`src/rtl/interface_traffic_rate_meter_defines.svh`:
```
// Assertion macros for the interface traffic rate meter.
// No dependencies.
`ifndef INTERFACE_TRAFFIC_RATE_METER_DEFINES_SVH
`define INTERFACE_TRAFFIC_RATE_METER_DEFINES_SVH

// assert that a implies b on the next clock
`define ITRM_ASSERT_NEXT(lbl, a, b) \
    lbl: assert property (@(posedge clk) disable iff (!rst_n) (a) |=> (b)) \
        else $error("lbl failed");

// assert that a implies b in the same clock
`define ITRM_ASSERT_NOW(lbl, a, b) \
    lbl: assert property (@(posedge clk) disable iff (!rst_n) (a) |-> (b)) \
        else $error("lbl failed");

`endif

```
`src/rtl/itrm_pkg.sv`:
```
// Types and constants for the interface traffic rate meter.
// No dependencies.
package itrm_pkg;

    localparam logic [1:0] CMD_SAMPLE    = 2'd0;
    localparam logic [1:0] CMD_CLEAR     = 2'd1;
    localparam logic [1:0] CMD_CLEAR_ALL = 2'd2;
    localparam logic [1:0] CMD_RESERVED  = 2'd3;

    localparam logic [2:0] ST_SAMPLED     = 3'd0;
    localparam logic [2:0] ST_BASELINE    = 3'd1;
    localparam logic [2:0] ST_CNT_RESET   = 3'd2;
    localparam logic [2:0] ST_NO_ADVANCE  = 3'd3;
    localparam logic [2:0] ST_UNAVAILABLE = 3'd4;
    localparam logic [2:0] ST_CLEARED     = 3'd5;

    localparam logic [1:0] DELTA_OK    = 2'd0;
    localparam logic [1:0] DELTA_WRAP  = 2'd1;
    localparam logic [1:0] DELTA_RESET = 2'd2;

    localparam logic [63:0] WRAP_WINDOW = 64'h0000_0001_0000_0000;
    localparam logic [63:0] ALL_ONES    = 64'hFFFF_FFFF_FFFF_FFFF;

    typedef struct packed {
        logic [1:0]  cmd;
        logic [3:0]  iface;
        logic        rx_present;
        logic        tx_present;
        logic [63:0] rx_count;
        logic [63:0] tx_count;
        logic [63:0] sample_time;
    } in_beat_t;

    typedef struct packed {
        logic [2:0]  status;
        logic        point_valid;
        logic [63:0] rx_total;
        logic [63:0] tx_total;
        logic        rx_rate_valid;
        logic [63:0] rx_bps;
        logic        tx_rate_valid;
        logic [63:0] tx_bps;
        logic        rx_wrapped;
        logic        tx_wrapped;
        logic        changed;
    } out_beat_t;

endpackage

```
`src/rtl/itrm_queue.sv`:
```
// Two-entry queue between the command front and the rate back end.
// Depends on itrm_pkg.
module itrm_queue (
    input  logic               clk,
    input  logic               rst_n,
    input  logic               push_valid,
    output logic               push_ready,
    input  itrm_pkg::in_beat_t push_data,
    output logic               pop_valid,
    input  logic               pop_ready,
    output itrm_pkg::in_beat_t pop_data
);
    itrm_pkg::in_beat_t mem_reg [2];
    logic       wr_ptr_reg;
    logic       rd_ptr_reg;
    logic [1:0] cnt_reg;
    logic       push;
    logic       pop;

    assign push_ready = (cnt_reg != 2'd2);
    assign pop_valid  = (cnt_reg != 2'd0);
    assign pop_data   = mem_reg[rd_ptr_reg];
    assign push = push_valid && push_ready;
    assign pop  = pop_valid && pop_ready;

    always_ff @(posedge clk)
    begin
        if (push)
        begin
            mem_reg[wr_ptr_reg] <= push_data;
        end
    end

    always_ff @(posedge clk or negedge rst_n)
    begin
        if (!rst_n)
        begin
            wr_ptr_reg <= 1'b0;
            rd_ptr_reg <= 1'b0;
            cnt_reg    <= 2'd0;
        end
        else
        begin
            if (push)
            begin
                wr_ptr_reg <= ~wr_ptr_reg;
            end
            if (pop)
            begin
                rd_ptr_reg <= ~rd_ptr_reg;
            end
            cnt_reg <= cnt_reg + {1'b0, push} - {1'b0, pop};
        end
    end
endmodule

```
`config.mk`:
```
export PLATFORM = sky130hd
export DESIGN_NAME = itrm_queue
export DESIGN_NICKNAME = d
export VERILOG_FILES = /design/src/rtl/interface_traffic_rate_meter_defines.svh /design/src/rtl/itrm_pkg.sv /design/src/rtl/itrm_queue.sv
export SDC_FILE = /design/constraint.sdc
export NUM_CORES = 1
export LEC_CHECK = 0
export BUFFER_PORTS_ARGS = -buffer_cell sky130_fd_sc_hd__buf_2
export CORE_MARGIN = 5
export CORE_UTILIZATION = 45
export CTS_BUF_LIST = sky130_fd_sc_hd__clkbuf_4 sky130_fd_sc_hd__clkbuf_8 sky130_fd_sc_hd__clkbuf_16
export DETAILED_ROUTE_END_ITERATION = 10
export MAX_ROUTING_LAYER = met4
export PLACE_DENSITY = 0.76
export SYNTH_ARGS = -nofsm -noshare
export SYNTH_HDL_FRONTEND = slang
export SYNTH_SLANG_ARGS = --single-unit
```
`constraint.sdc`:
```
create_clock -name clk -period 9.1 [get_ports clk]
set_input_delay 0.455 -clock clk [delete_from_list [all_inputs] [get_ports clk]]
set_output_delay 0.455 -clock clk [all_outputs]
set_load 0.01 [all_outputs]
```
==> reports/qor.yml <==
status: "complete, no violations"
gp_congestion: 0.757
slew-limit-headroom: 0.151
startpoint_type: "flip-flop"
fin_skew_ns: 0.0146
clockBufferDepth: 3
critPathMaxFanout: 72
route.detailed.drc: 0
finalCritPeriodShare: 0.396
fmax_mhz: 278
ir_drop_uv: 227
reg2reg_setup_slack_ns: 6.48
crit_arrival_ns: 3.15
setup-violations-final: 0
p_leak_nw: 6.89
routedWlPerCell_um: 19.2
cts_buffers: 42
first_iter_violations: 244
layout_commonest_cell: "buf_2"
max_stage_delay_ns: 1.09
ant_nets: 0
synth_top_area_frac: 0.817
synth_area_um2: 14700
yosysTopAreaCell: "edfxtp_1"
largest_reg_flops: 400
min_from: "push_data[66]"
end_kind: "output port"
crit_chain: "buf_4, mux2_2, buf_2"
fp.dieH_um: 191
grt_pass1_wl_mm: 43.5
finalNetCount: 1277
final_cell_mix: "buf_2 (405), edfxtp_1 (400), mux2_2 (200)"
startpoint: "rd_ptr_reg"
drt-vias-per-instance: 4.82
grt_pass1_vias: 8135
dp_hpwl_mm: 19.8
fillCellCount: 2441
cap_violations: 0
syn_nets: 845
rows: 66
setup_slack_ns: 5.50
hold_class: "input port to flip-flop"
clkLatencyLatePin_ns: 0.52
area_delta_synth_final_pct: 25.7
grt_start_max_net_pins: 189
whs_ns: 0.121
globalRouteTotalUtil: 0.159
rr_endpoint: "mem_reg[1][74]"
dr.pass1.iters: 4
seq_area_frac_synth: 0.824
hold_violations: 0
vias: 7465
antenna_found_initial: 8
totalWireLength_mm: 29.7
grt_setup_unrepaired: "no"
slew_viol_final: 0
synthDistinctLibCells: 15
period_minus_slack_ns: 3.60
drive_above_1_share: 0.620
critical_path_class: "flip-flop to output port"
grt_overflow: 0
start_util: 0.454
fp.dieArea_um2: 36400
multi_input_area_um2: 2360
critPathRequiredTime_ns: 8.65
final_core_util: 0.571
cts_tree: "done"
synthTopCellsByArea: "edfxtp_1 (82%), mux2_2 (15%), buf_6 (1.6%)"
synth_cells: 639
root_buffer: "clkbuf_16"
syn_area_per_cell_um2: 23.0
finalSetupTns_ns: 0
pre_cts_ws_ns: 6.00
whs_path_depth: 1
ios: 406
ys_warn_count: 0
cts.sinks: 404
path_clk_slew_ns: 0.06
power.density_nw_per_um2: 323
core-area_um2: 32400
worst_path_max_delay_cell: "dfrtp_4"
post_cts_buffers: 0
register_area_um2: 12100
die_x_um: 191
synth_seq_cells: 404
h-tree-depth: 2
crit_end: "pop_data[56]"
r2r-start: "cnt_reg[1]"
reg2regPathDepth: 3
tightest_slew_ns: 1.27
io_buffers: 405
-- cells by family (layout without fill, tap and decap cells) --
logic type	after synthesis	count (layout)	synth area share
AND/OR/NAND/NOR	6	6	0.00238
buffers and inverters	23	483	0.0167
flip-flops	404	404	0.824
XOR/XNOR	4	4	0.00238
multiplexers	200	200	0.153
adder cells (fa/ha/maj)	2	2	0.00170
other	0	9	0
-- synth_stat cells (all sizes together) --
library cell,n
or2b,1
inv,1
xnor2,3
mux2,200
and3,1
xor2,1
nor2,1
buf,22
or2,1
edfxtp,400
ha,2
and2,1
dfrtp,4
nand2,1
-- critical path: cells and delay by family, from the launching register on --
family / cells / cell delay (ns)
buf+inv: 2 / 1.01
mux: 1 / 0.42
flops: 1 / 1.09
-- layer usage --
metal  wire (um)  up-vias  track usage
li1            -     3441            -
met3        2970       45       0.0566
met5           0        -            -
met4         623        0       0.0478
met2       15100      331        0.270
met1       11000     3648        0.177
-- worst min path at each step --
stage                           end  slack (ns)
finish               mem_reg[1][66]        0.12
global route         mem_reg[1][23]        0.09
CTS                 mem_reg[0][198]        0.09
detailed placement       rd_ptr_reg        0.27
global placement         rd_ptr_reg        0.27
floorplan                cnt_reg[0]        0.16
-- layout make-up --
| type | count | area share |
|---|---|---|
| Sequential cell | 404 | 0.656 |
| Multi-Input combinational cell | 212 | 0.128 |
| Timing Repair Buffer | 410 | 0.113 |
| Clock buffer | 59 | 0.0673 |
| Tap cell | 442 | 0.0299 |
| Clock inverter | 13 | 0.00474 |
| Antenna cell | 9 | 0.00122 |
| Inverter | 1 | 0.000203 |
-- report_power, final --
part           total [mW]  internal (mW)  switching [mW]
Sequential           2.70           2.55           0.147
Combinational        1.66          0.749           0.910
Clock                1.60          0.977           0.626
Total                5.96           4.28            1.68
-- repair_timing --
action                                 4_1_cts  5_1_grt
endpoints found under the hold margin        4        0
gates resized for setup                      0        0
hold buffers                                 1        0
-- per-stage QoR --
stage                     instance area [um2]  instances  total power [mW]
after floorplan                         14700        639              3.88
after global placement                  17100       1468              4.39
after detailed placement                17100       1468              4.42
after CTS                               18500       1541              6.05
after global routing                    18500       1549              6.26
final                                   18500       1550              5.96
Note: power is estimated with default switching activity, not from simulation.
